**src/rtl/core/tfac_pkg.sv**
```systemverilog
package tfac_pkg;

  localparam int unsigned TimeW  = 32;
  localparam int unsigned SpanW  = 16;
  localparam int unsigned LevelW = 7;
  localparam int unsigned CfgIdxW = 3;

  localparam logic [LevelW-1:0] FullLevel   = LevelW'(100);
  localparam logic [7:0]        FullLevelIn = 8'd100;

  // func codes
  localparam logic [2:0] FuncTick   = 3'd0;
  localparam logic [2:0] FuncHold   = 3'd1;
  localparam logic [2:0] FuncRemote = 3'd2;
  localparam logic [2:0] FuncManual = 3'd3;
  localparam logic [2:0] FuncFood   = 3'd4;
  localparam logic [2:0] FuncWater  = 3'd5;

  // cmd codes
  localparam logic [1:0] CmdOff = 2'd0;
  localparam logic [1:0] CmdOn  = 2'd1;

  // config register indexes
  localparam logic [CfgIdxW-1:0] CfgGatePeriod   = 3'd0;
  localparam logic [CfgIdxW-1:0] CfgGateOpen     = 3'd1;
  localparam logic [CfgIdxW-1:0] CfgRemoteTmo    = 3'd2;
  localparam logic [CfgIdxW-1:0] CfgValvePeriod  = 3'd3;
  localparam logic [CfgIdxW-1:0] CfgValveOpen    = 3'd4;
  localparam logic [CfgIdxW-1:0] CfgManualShut   = 3'd5;
  localparam logic [CfgIdxW-1:0] CfgDose         = 3'd6;

  typedef struct packed {
    logic [2:0]       func;
    logic [TimeW-1:0] now_ms;
    logic [1:0]       cmd_code;
    logic             level_reset;
    logic [7:0]       level_value;
  } in_beat_t;

  typedef struct packed {
    logic              gate_open;
    logic              valve_open;
    logic [LevelW-1:0] food_left;
    logic [LevelW-1:0] water_left;
    logic              food_report;
    logic              water_report;
    logic              shutoff_report;
  } out_beat_t;

  function automatic logic [LevelW-1:0] take_dose(input logic [LevelW-1:0] level,
                                                  input logic [LevelW-1:0] dose);
    return (level >= dose) ? (level - dose) : '0;
  endfunction

  // wrapping time difference against a 16-bit span
  function automatic logic elapsed(input logic [TimeW-1:0] now,
                                   input logic [TimeW-1:0] start,
                                   input logic [SpanW-1:0] span);
    logic [TimeW-1:0] diff;
    diff = now - start;
    return diff >= TimeW'(span);
  endfunction

endpackage

```
**src/rtl/core/timed_feeder_actuator_controller_core.sv**
```systemverilog
// A beat accepted into the input register passes to the output register that drives out_data
// as soon as the output register is not still holding a stalled beat.
// Throughput: one beat per cycle while out_stall is low; all per-beat work is one pass of logic
// between the input register and the output register.
// Reset (rst_n, synchronous, active low): registers back to defaults, gate and
// valve closed, both levels full, pipeline empty.
module timed_feeder_actuator_controller_core (
  input  logic                       clk,
  input  logic                       rst_n,
  input  logic                       in_valid,
  output logic                       in_stall,
  input  tfac_pkg::in_beat_t         in_data,
  output logic                       out_valid,
  input  logic                       out_stall,
  output tfac_pkg::out_beat_t        out_data,
  input  logic                       cfg_valid,
  output logic                       cfg_ready,
  input  logic [tfac_pkg::CfgIdxW-1:0] cfg_index,
  input  logic [tfac_pkg::SpanW-1:0] cfg_data
);
  import tfac_pkg::*;

  logic [SpanW-1:0]  gate_period_r, gate_open_ms_r, remote_tmo_r;
  logic [SpanW-1:0]  valve_period_r, valve_open_ms_r, manual_shut_r;
  logic [LevelW-1:0] dose_r;

  logic              gate_r, valve_r, hold_r, remote_r, manual_r, pend_r;
  logic [TimeW-1:0]  gate_start_r, valve_start_r, manual_start_r;
  logic [LevelW-1:0] food_r, water_r;

  logic              gate_nxt, valve_nxt, hold_nxt, remote_nxt, manual_nxt, pend_nxt;
  logic [TimeW-1:0]  gate_start_nxt, valve_start_nxt, manual_start_nxt;
  logic [LevelW-1:0] food_nxt, water_nxt;
  logic              rep_food, rep_water, rep_shut;

  logic              s1_valid_r;
  in_beat_t          s1_data_r;
  logic              out_valid_r;
  out_beat_t         out_data_r;
  out_beat_t         rslt;

  logic s1_adv, in_accept, s1_fire;
  logic gate_opened, valve_opened;

  assign s1_adv    = !out_valid_r || !out_stall;
  assign in_stall  = s1_valid_r && !s1_adv;
  assign in_accept = in_valid && !in_stall;
  assign s1_fire   = s1_valid_r && s1_adv;
  assign cfg_ready = 1'b1;
  assign out_valid = out_valid_r;
  assign out_data  = out_data_r;

  always_comb begin
    gate_nxt         = gate_r;
    valve_nxt        = valve_r;
    hold_nxt         = hold_r;
    remote_nxt       = remote_r;
    manual_nxt       = manual_r;
    pend_nxt         = pend_r;
    gate_start_nxt   = gate_start_r;
    valve_start_nxt  = valve_start_r;
    manual_start_nxt = manual_start_r;
    food_nxt         = food_r;
    water_nxt        = water_r;
    rep_food         = 1'b0;
    rep_water        = 1'b0;
    rep_shut         = 1'b0;
    gate_opened      = 1'b0;
    valve_opened     = 1'b0;

    unique case (s1_data_r.func)
      FuncTick: begin
        if (!hold_r && !remote_r) begin
          if (!gate_r && elapsed(s1_data_r.now_ms, gate_start_r, gate_period_r)) begin
            gate_nxt       = 1'b1;
            gate_opened    = 1'b1;
            food_nxt       = take_dose(food_r, dose_r);
            rep_food       = 1'b1;
            gate_start_nxt = s1_data_r.now_ms;
          end
          // a gate opened this tick has zero elapsed time
          if (gate_nxt && (gate_opened ? (gate_open_ms_r == '0)
              : elapsed(s1_data_r.now_ms, gate_start_r, gate_open_ms_r)))
            gate_nxt = 1'b0;
        end
        if (remote_r && elapsed(s1_data_r.now_ms, gate_start_r, remote_tmo_r)) begin
          gate_nxt   = 1'b0;
          remote_nxt = 1'b0;
        end
        if (pend_r && elapsed(s1_data_r.now_ms, manual_start_r, manual_shut_r)) begin
          valve_nxt = 1'b0;
          pend_nxt  = 1'b0;
          rep_shut  = 1'b1;
        end
        if (!manual_r) begin
          if (!valve_nxt && elapsed(s1_data_r.now_ms, valve_start_r, valve_period_r)) begin
            valve_nxt       = 1'b1;
            valve_opened    = 1'b1;
            water_nxt       = take_dose(water_r, dose_r);
            rep_water       = 1'b1;
            valve_start_nxt = s1_data_r.now_ms;
          end
          if (valve_nxt && (valve_opened ? (valve_open_ms_r == '0)
              : elapsed(s1_data_r.now_ms, valve_start_r, valve_open_ms_r)))
            valve_nxt = 1'b0;
        end
      end
      FuncHold: begin
        if (s1_data_r.cmd_code == CmdOn) begin
          hold_nxt = 1'b1;
          gate_nxt = 1'b0;
        end else if (s1_data_r.cmd_code == CmdOff) begin
          hold_nxt = 1'b0;
        end
      end
      FuncRemote: begin
        if (s1_data_r.cmd_code == CmdOn && !gate_r && !hold_r) begin
          remote_nxt     = 1'b1;
          gate_nxt       = 1'b1;
          food_nxt       = take_dose(food_r, dose_r);
          rep_food       = 1'b1;
          gate_start_nxt = s1_data_r.now_ms;
        end else if (s1_data_r.cmd_code == CmdOff && remote_r) begin
          gate_nxt   = 1'b0;
          remote_nxt = 1'b0;
        end
      end
      FuncManual: begin
        if (s1_data_r.cmd_code == CmdOn) begin
          manual_nxt       = 1'b1;
          valve_nxt        = 1'b1;
          water_nxt        = take_dose(water_r, dose_r);
          rep_water        = 1'b1;
          manual_start_nxt = s1_data_r.now_ms;
          pend_nxt         = 1'b1;
        end else if (s1_data_r.cmd_code == CmdOff) begin
          manual_nxt = 1'b0;
          valve_nxt  = 1'b0;
        end
      end
      FuncFood: begin
        if (s1_data_r.level_reset) begin
          food_nxt = FullLevel;
          rep_food = 1'b1;
        end else if (s1_data_r.level_value <= FullLevelIn) begin
          food_nxt = s1_data_r.level_value[LevelW-1:0];
          rep_food = 1'b1;
        end
      end
      FuncWater: begin
        if (s1_data_r.level_reset) begin
          water_nxt = FullLevel;
          rep_water = 1'b1;
        end else if (s1_data_r.level_value <= FullLevelIn) begin
          water_nxt = s1_data_r.level_value[LevelW-1:0];
          if (s1_data_r.level_value == FullLevelIn)
            manual_nxt = 1'b0;
          rep_water = 1'b1;
        end
      end
      default: ;
    endcase

    rslt.gate_open      = gate_nxt;
    rslt.valve_open     = valve_nxt;
    rslt.food_left      = food_nxt;
    rslt.water_left     = water_nxt;
    rslt.food_report    = rep_food;
    rslt.water_report   = rep_water;
    rslt.shutoff_report = rep_shut;
  end

  always_ff @(posedge clk) begin
    if (!rst_n) begin
      gate_period_r   <= SpanW'(5000);
      gate_open_ms_r  <= SpanW'(1000);
      remote_tmo_r    <= SpanW'(1000);
      valve_period_r  <= SpanW'(10000);
      valve_open_ms_r <= SpanW'(2000);
      manual_shut_r   <= SpanW'(1000);
      dose_r          <= LevelW'(10);
    end else if (cfg_valid && cfg_ready) begin
      unique case (cfg_index)
        CfgGatePeriod:  gate_period_r   <= cfg_data;
        CfgGateOpen:    gate_open_ms_r  <= cfg_data;
        CfgRemoteTmo:   remote_tmo_r    <= cfg_data;
        CfgValvePeriod: valve_period_r  <= cfg_data;
        CfgValveOpen:   valve_open_ms_r <= cfg_data;
        CfgManualShut:  manual_shut_r   <= cfg_data;
        CfgDose:        dose_r          <= cfg_data[LevelW-1:0];
        default: ;
      endcase
    end
  end

  always_ff @(posedge clk) begin
    if (!rst_n) begin
      gate_r         <= 1'b0;
      valve_r        <= 1'b0;
      hold_r         <= 1'b0;
      remote_r       <= 1'b0;
      manual_r       <= 1'b0;
      pend_r         <= 1'b0;
      gate_start_r   <= '0;
      valve_start_r  <= '0;
      manual_start_r <= '0;
      food_r         <= FullLevel;
      water_r        <= FullLevel;
    end else if (s1_fire) begin
      gate_r         <= gate_nxt;
      valve_r        <= valve_nxt;
      hold_r         <= hold_nxt;
      remote_r       <= remote_nxt;
      manual_r       <= manual_nxt;
      pend_r         <= pend_nxt;
      gate_start_r   <= gate_start_nxt;
      valve_start_r  <= valve_start_nxt;
      manual_start_r <= manual_start_nxt;
      food_r         <= food_nxt;
      water_r        <= water_nxt;
    end
  end

  // input register and output register
  always_ff @(posedge clk) begin
    if (!rst_n) begin
      s1_valid_r  <= 1'b0;
      out_valid_r <= 1'b0;
    end else begin
      if (in_accept)
        s1_valid_r <= 1'b1;
      else if (s1_adv)
        s1_valid_r <= 1'b0;
      if (s1_adv)
        out_valid_r <= s1_valid_r;
    end
    if (in_accept)
      s1_data_r <= in_data;
    if (s1_fire)
      out_data_r <= rslt;
  end

  a_food_range: assert property (@(posedge clk) disable iff (!rst_n)
    out_valid_r |-> (out_data_r.food_left <= FullLevel && out_data_r.water_left <= FullLevel))
    else $error("level out of range");

  a_shut_clears: assert property (@(posedge clk) disable iff (!rst_n)
    (s1_fire && rslt.shutoff_report) |=> !pend_r)
    else $error("shut-off pending not cleared");

  a_no_stall_empty: assert property (@(posedge clk) disable iff (!rst_n)
    !s1_valid_r |-> !in_stall)
    else $error("stall with empty input register");

  a_hold_gate: assert property (@(posedge clk) disable iff (!rst_n)
    (s1_fire && s1_data_r.func == FuncHold && s1_data_r.cmd_code == CmdOn) |=> !gate_r)
    else $error("gate open after hold");

endmodule
```
**config.mk**
```make
export PLATFORM = sky130hd
export DESIGN_NAME = timed_feeder_actuator_controller_core
export DESIGN_NICKNAME = d
export VERILOG_FILES = /design/src/rtl/core/tfac_pkg.sv /design/src/rtl/core/timed_feeder_actuator_controller_core.sv
export SDC_FILE = /design/constraint.sdc
export NUM_CORES = 1
export LEC_CHECK = 0
export BUFFER_PORTS_ARGS = -buffer_cell sky130_fd_sc_hd__buf_2
export CORE_ASPECT_RATIO = 1.4
export CORE_MARGIN = 5
export CORE_UTILIZATION = 50
export CTS_CLUSTER_SIZE = 28
export DETAILED_ROUTE_END_ITERATION = 10
export PLACE_DENSITY = 0.78
export SETUP_SLACK_MARGIN = 0.15
export SKIP_LAST_GASP = 1
export SLEW_MARGIN = 5
export SYNTH_ARGS = -nofsm -noshare
export SYNTH_HDL_FRONTEND = slang
export SYNTH_SLANG_ARGS = --single-unit
```
**constraint.sdc**
```tcl
create_clock -name clk -period 7.7 [get_ports clk]
set_clock_uncertainty 0.15 [all_clocks]
set_input_delay 0 -clock clk [delete_from_list [all_inputs] [get_ports clk]]
set_output_delay 0 -clock clk [all_outputs]
set_load 0.01 [all_outputs]
```
# After elaboration in Yosys (flattened, before gate mapping)
# Cells that the tools add are included.
# totals
output_inout_bits,22
word_cells,187
regBits,286
in_bits,70
# classes
muxes,70
add_sub_neg,5
eq_ne,24
n_bitwise,1
reduce_logical,46
order_cmp,9
# ops
op,n
32-bit by 16-bit >= comparator with 1-bit output,6
32-bit 2-to-1 mux,3
32-bit subtractor,3
7-bit 2-to-1 mux,12
32-bit case mux with 2 select lines,1
1-bit 2-to-1 mux,45
7-bit case mux with 3 select lines,2
16-bit logical NOT,2
2-bit != test (second input constant),9
3-bit == test (second input constant),5
7-bit >= comparator,2
2-bit AND reduction,7
7-bit subtractor,2
1-bit logical AND,13
3-bit by 2-bit == test with 1-bit output (second input constant),4
4-bit AND reduction,3
2-bit nonzero test,5
1-bit case mux with 3 select lines,3
8-bit by 7-bit == test with 1-bit output (second input constant),1
8-bit by 7-bit <= comparator with 1-bit output (second input constant),1
1-bit logical NOT,8
1-bit case mux with 2 select lines,4
3-bit by 1-bit == test with 1-bit output (second input constant),2
3-bit logical NOT,2
other kinds (8),10

# Depth between registers and ports, before layout
# logic_depth
depth_word,15
mapped_depth,25
mapped_depth_nobuf,24

# Least setup slack after synthesis
# No wires, ideal clock.
# synth_timing
path_kind,reg-to-reg
from,register s1_data_r[14] (netlist bit)
to,"register out_data_r, in the netlist out_data[17] (data pin)"
setup_time_ns,0.262
period_less_slack_ns,5.115
path_buffers,0
stages_incl_launch_ff,23
arrival_ns,4.703
t_required_ns,7.288
path_slack_ns,2.585
cell_sequence,edfxtp_1 -> ha_1 -> and2_1 -> a221oi_1 -> nand2_1 -> and2_1 -> o21ai_0 -> nand2_1 -> a21oi_1 -> o21bai_1 -> xor2_1 -> ha_1 -> a21o_1 -> a21o_1 -> a21oi_1 -> nor2_1 -> nor4_1 -> nand4_1 -> nor4_1 -> a41oi_1 -> o221ai_4 -> o21ai_0 -> or2_2
# synth_between
elab_chain_cells,15
elab_cells_between_ends,21
classes_between,2 x add/sub; 3 x order compare; 12 x mux; 4 x reduce/logical
# synth_lines
element,line_no,text
from (decl),timed_feeder_actuator_controller_core.sv:37,in_beat_t s1_data_r;
from (signal assigned),timed_feeder_actuator_controller_core.sv:238,s1_data_r <= in_data;
32-bit subtractor,tfac_pkg.sv:60,diff = now - start;
32-bit by 16-bit >= comparator with 1-bit output,tfac_pkg.sv:61,return diff >= TimeW'(span);
1-bit logical AND,timed_feeder_actuator_controller_core.sv:90,"if (pend_r && elapsed(s1_data_r.now_ms, manual_start_r, manual_shut_r)) begin"
1-bit 2-to-1 mux,timed_feeder_actuator_controller_core.sv:90,
1-bit 2-to-1 mux,timed_feeder_actuator_controller_core.sv:71,unique case (s1_data_r.func)
1-bit logical NOT,timed_feeder_actuator_controller_core.sv:96,"if (!valve_nxt && elapsed(s1_data_r.now_ms, valve_start_r, valve_period_r)) begin"
1-bit logical AND,timed_feeder_actuator_controller_core.sv:96,
1-bit 2-to-1 mux,timed_feeder_actuator_controller_core.sv:96,
1-bit 2-to-1 mux,timed_feeder_actuator_controller_core.sv:95,if (!manual_r) begin
1-bit 2-to-1 mux,timed_feeder_actuator_controller_core.sv:71,
1-bit 2-to-1 mux,timed_feeder_actuator_controller_core.sv:103,if (valve_nxt && (valve_opened ? (valve_open_ms_r == '0)
1-bit logical AND,timed_feeder_actuator_controller_core.sv:103,
1-bit 2-to-1 mux,timed_feeder_actuator_controller_core.sv:103,
1-bit 2-to-1 mux *,timed_feeder_actuator_controller_core.sv:95,
1-bit case mux with 2 select lines *,timed_feeder_actuator_controller_core.sv:71,
via valve_nxt,timed_feeder_actuator_controller_core.sv:31,"logic gate_nxt, valve_nxt, hold_nxt, remote_nxt, manual_nxt, pend_nxt;"
to (signal assigned),timed_feeder_actuator_controller_core.sv:240,out_data_r <= rslt;
to (decl),timed_feeder_actuator_controller_core.sv:39,out_beat_t out_data_r;
# Mark *: on every way through the listed nets, which the timed path passes. The rest lies on a longest branch. The select of a mux whose other input is x is not followed.
# A chain may end at the register's enable or synchronous reset.

# Worst setup path in the final report
# layout_timing
from,register s1_data_r[15] (netlist bit)
to,register valve_start_r[5]
# layout_between
elab_chain_cells,8
elab_cells_between_ends,10
classes_between,2 x add/sub; 2 x order compare; 2 x mux; 4 x reduce/logical
# layout_lines
element,line_no,text
32-bit subtractor,tfac_pkg.sv:60,
32-bit by 16-bit >= comparator with 1-bit output,tfac_pkg.sv:61,
1-bit logical AND,timed_feeder_actuator_controller_core.sv:90,
1-bit 2-to-1 mux,timed_feeder_actuator_controller_core.sv:90,
1-bit 2-to-1 mux,timed_feeder_actuator_controller_core.sv:71,
1-bit logical NOT,timed_feeder_actuator_controller_core.sv:96,
1-bit logical AND *,timed_feeder_actuator_controller_core.sv:96,
4-bit AND reduction (no source line) *,n/a,
to (signal assigned),timed_feeder_actuator_controller_core.sv:217,valve_start_r <= valve_start_nxt;
to (decl),timed_feeder_actuator_controller_core.sv:28,"logic [TimeW-1:0] gate_start_r, valve_start_r, manual_start_r;"
# Mark *: on every way between the ends. The rest lies on a longest branch, timed or not. The select of a mux whose other input is x is not followed.

==> run summary <==
CTS H-tree lvls = 1
Die width = 178 um
Synthesis-stage register bit count = 286
Max VDD drop = 0.000162 V
Hold Crit Class = in2reg
Number of setup violations in the final report = 0
Post-CTS Setup Inserts = 0
Syn Std Cell Area = 19800 um^2
Root buffer cell = clkbuf_16
Clock buffer depth = 3
Cell area power density = 172 nW/um^2
R2R setup slack = 1560 ps
Routed vias = 18800
Largest net degree at the start of global routing = 90
Post-DP HPWL = 44.5 mm
Seq/Total Area, Yosys = 32.3%
First-pass GRT wire length = 94.8 mm
Fill cells = 3504
Clock Pin Slew Worst Setup and Hold Paths = 60 ps
Skew-Pair Late Insertion Delay = 580 ps
Synth cell types = 82
Number of global-route vias before repair = 18600
Layout cells sized above 1 = 6.58%
CP top delay family = compound AO/OA/AOI/OAI gates
Max_slew headroom = 15.5%
EDFF count, synth = 65
Drt initial violations = 1560
Worst Hold Path Cells = 2
Footprint of the multi-input gates = 12100 um^2
Post-DRT Antenna Nets = 0
Vias per cell = 5.86
Total Wirelength = 60.4 mm
Cts repair resizes = 0
Avg Inst Size Synth = 7.96 um^2
Drt pass-1 iters = 6
Placer Congestion = 0.985
Worst Setup SP = s1_data_r[15]
Number of remaining DRC errors = 0
Min-Delay Endpoint = s1_data_r[15]
Final Hold Viols = 0
Final slew viol count = 0
Tot Pwr = 3.92 mW
CP max stage delay = 660 ps
TritonCTS clock tree = done
Num CTS Buffers = 31
Slowest cell on crit path = o221ai_4
Reg area = 6380 um^2
Initial Util = 50.3%
Overflow after GRT = 0
Chip Height = 245 um
Period minus WS final = 6140 ps
Clk sinks = 286
Cells after Synth = 2480
Worst-path fanout max = 32
Worst Hold Launch = in_data[15]
P&R area growth vs syn = 15.4%
Final Cycle Share = 79.7%
Critical path type = reg2reg
Crit path cell chain = ha_1 -> and2_1 -> a221oi_1 -> nand2_1 -> and2_1 -> o21ai_0 -> nand2_1 -> a21oi_1 -> o21bai_1 -> xor2_1 -> ha_1 -> a21o_1 -> a21o_1 -> a21oi_1 -> nor2_1 -> nor4_1 -> nand4_1 -> nor4_1 -> a41oi_1 -> o221ai_4 -> nor3_4 -> buf_4 -> mux2i_1 -> nor2_1
RSZ-0062 raised after global routing = false
Synth Warn # = 0
Core box area = 39300 um^2
Bufs and invs on worst path = 1
CP Capture Type = flop
CP Data Required Time = 7970 ps
Initial antenna violation count = 2
Row cnt = 86
Die area = 43600 um^2
Async S/R FF share, synth = 0%
Leak pwr = 9.03 nW
Reg2reg path depth = 24
Final #Nets = 2927
Placed instance count = 3022
Crit path arrival time = 6410 ps
MaxCap Viol Count = 0
# IOs = 92
Outcome = complete, no violations
Fmax = 163 MHz
Fin cells = 3203
Hold_buf cts = 122
Drt wl/cell = 18.9 um
Reg2reg end = valve_start_r[5]
Crit start category = flop
Top_reg_cell synth = dfxtp_1
Overall Global Routing Usage = 26.8%
Critical R2R Launch = s1_data_r[15]
Number of port buffers = 90
Setup_tns = 0 ps
Measured slew at the worst slew-check pin = 1260 ps
Syn Nets = 2758
-- stage by stage --
stage | util [%] | hold slack [ps] | cell area (um^2) | worst slack (ps)
after floorplan | - | -51.1 | 19800 | 2580
after global placement | 52.4 | 26.3 | 20600 | 1840
after detailed placement | 52.4 | 28.1 | 20600 | 1680
after CTS | 58.0 | 5.06 | 22800 | 1630
after global routing | 58.0 | 43.2 | 22800 | 971
final | 58.1 | 41.7 | 22800 | 1560
-- how the worst max path moves through the flow --
stage               slack, ps                to  cells after the start
floorplan                2580      out_data[17]                     22
global placement         1840  valve_start_r[3]                     24
detailed placement       1680  valve_start_r[0]                     24
CTS                      1630  valve_start_r[0]                     24
global route              970  valve_start_r[3]                     24
finish                   1560  valve_start_r[5]                     24
-- cell families after synthesis --
logic type / synth area share [%]
compound gates: 22.1
xor+xnor: 3.06
fa+ha+maj: 13.4
buf+inv: 6.65
flops: 32.3
mux: 3.55
other cells: 0.0190
simple gates: 19.0
-- cells in the mapped netlist (30+ instances only) --
master    number  share of area (%)
nor2_1       190                3.6
o211ai_1      61                2.3
mux2i_1       70                3.5
nor3_1        45                1.1
a21o_1        53                2.0
a21oi_1      275                7.0
clkbuf_1      70                1.3
xnor2_1       43                1.9
edfxtp_1      65                9.9
nand2_1      360                6.8
ha_1         203                 13
nand4_1       45                1.4
inv_1        240                4.6
nand3_1       32               0.81
o21ai_0      115                2.9
nand2b_1      30               0.95
dfxtp_1      221                 22
-- worst register-to-register path, stage by stage, from the launching register on --
cell and delay, ps:
edfxtp_1 490, ha_1 380, and2_1 180, a221oi_1 450
nand2_1 120, and2_1 200, o21ai_0 160, nand2_1 100
a21oi_1 140, o21bai_1 100, xor2_1 160, ha_1 300
a21o_1 180, a21o_1 160, a21oi_1 150, nor2_1 70
nor4_1 250, nand4_1 120, nor4_1 430, a41oi_1 280
o221ai_4 660, nor3_4 70, buf_4 330, mux2i_1 310
nor2_1 60
-- metal layers --
metal / up-vias / part of all wire, % / track usage (%)
met1: 8802 / 40 / 31.2
met4: 0 / 6.8 / 16.0
met2: 617 / 49 / 47.2
met5: - / 0 / 0
met3: 217 / 4.8 / 2.43
li1: 9123 / - / -
-- cells in the final DEF (no fill, tap or decap), drive strengths merged, types with 26 or more instances in the layout --
cell type	synthesis	routed
a21o	53	53
a21oi	275	275
buf	19	103
clkbuf	70	40
dfxtp	221	221
dlygate4sd3	0	122
edfxtp	65	65
ha	203	203
inv	240	242
mux2i	70	70
nand2	360	360
nand2b	30	30
nand3	32	32
nand4	45	45
nor2	190	190
nor3	46	46
o211ai	61	61
o21a	28	28
o21ai	123	123
xnor2	43	43
xor2	26	26
-- where the power goes --
| part | internal (mW) | switching, mW |
|---|---|---|
| sequential | 1.58 | 0.0548 |
| clock | 0.827 | 0.634 |
| combinational | 0.330 | 0.487 |
| total | 2.74 | 1.18 |
-- area by class of cell --
type,count,share of cell area [%]
Antenna cell,2,0.0220
Clock buffer,40,3.64
Clock inverter,17,0.664
Inverter,242,4.01
Multi-Input combinational cell,1863,53.0
Sequential cell,286,28.0
Tap cell,528,2.90
Timing Repair Buffer,225,7.76
-- state kept, by name (all words and copies together) (netlist names) --
name	count
s1_data_r	46
gate_start_r	32
manual_start_r	32
valve_start_r	32
out_data	19
gate_open_ms_r	16
gate_period_r	16
manual_shut_r	16
remote_tmo_r	16
valve_open_ms_r	16
valve_period_r	16
dose_r	7
food_r	7
water_r	7
gate_r	1
hold_r	1
manual_r	1
out_valid	1
pend_r	1
remote_r	1
s1_valid_r	1
valve_r	1
(Power assumes the default switching activity.)
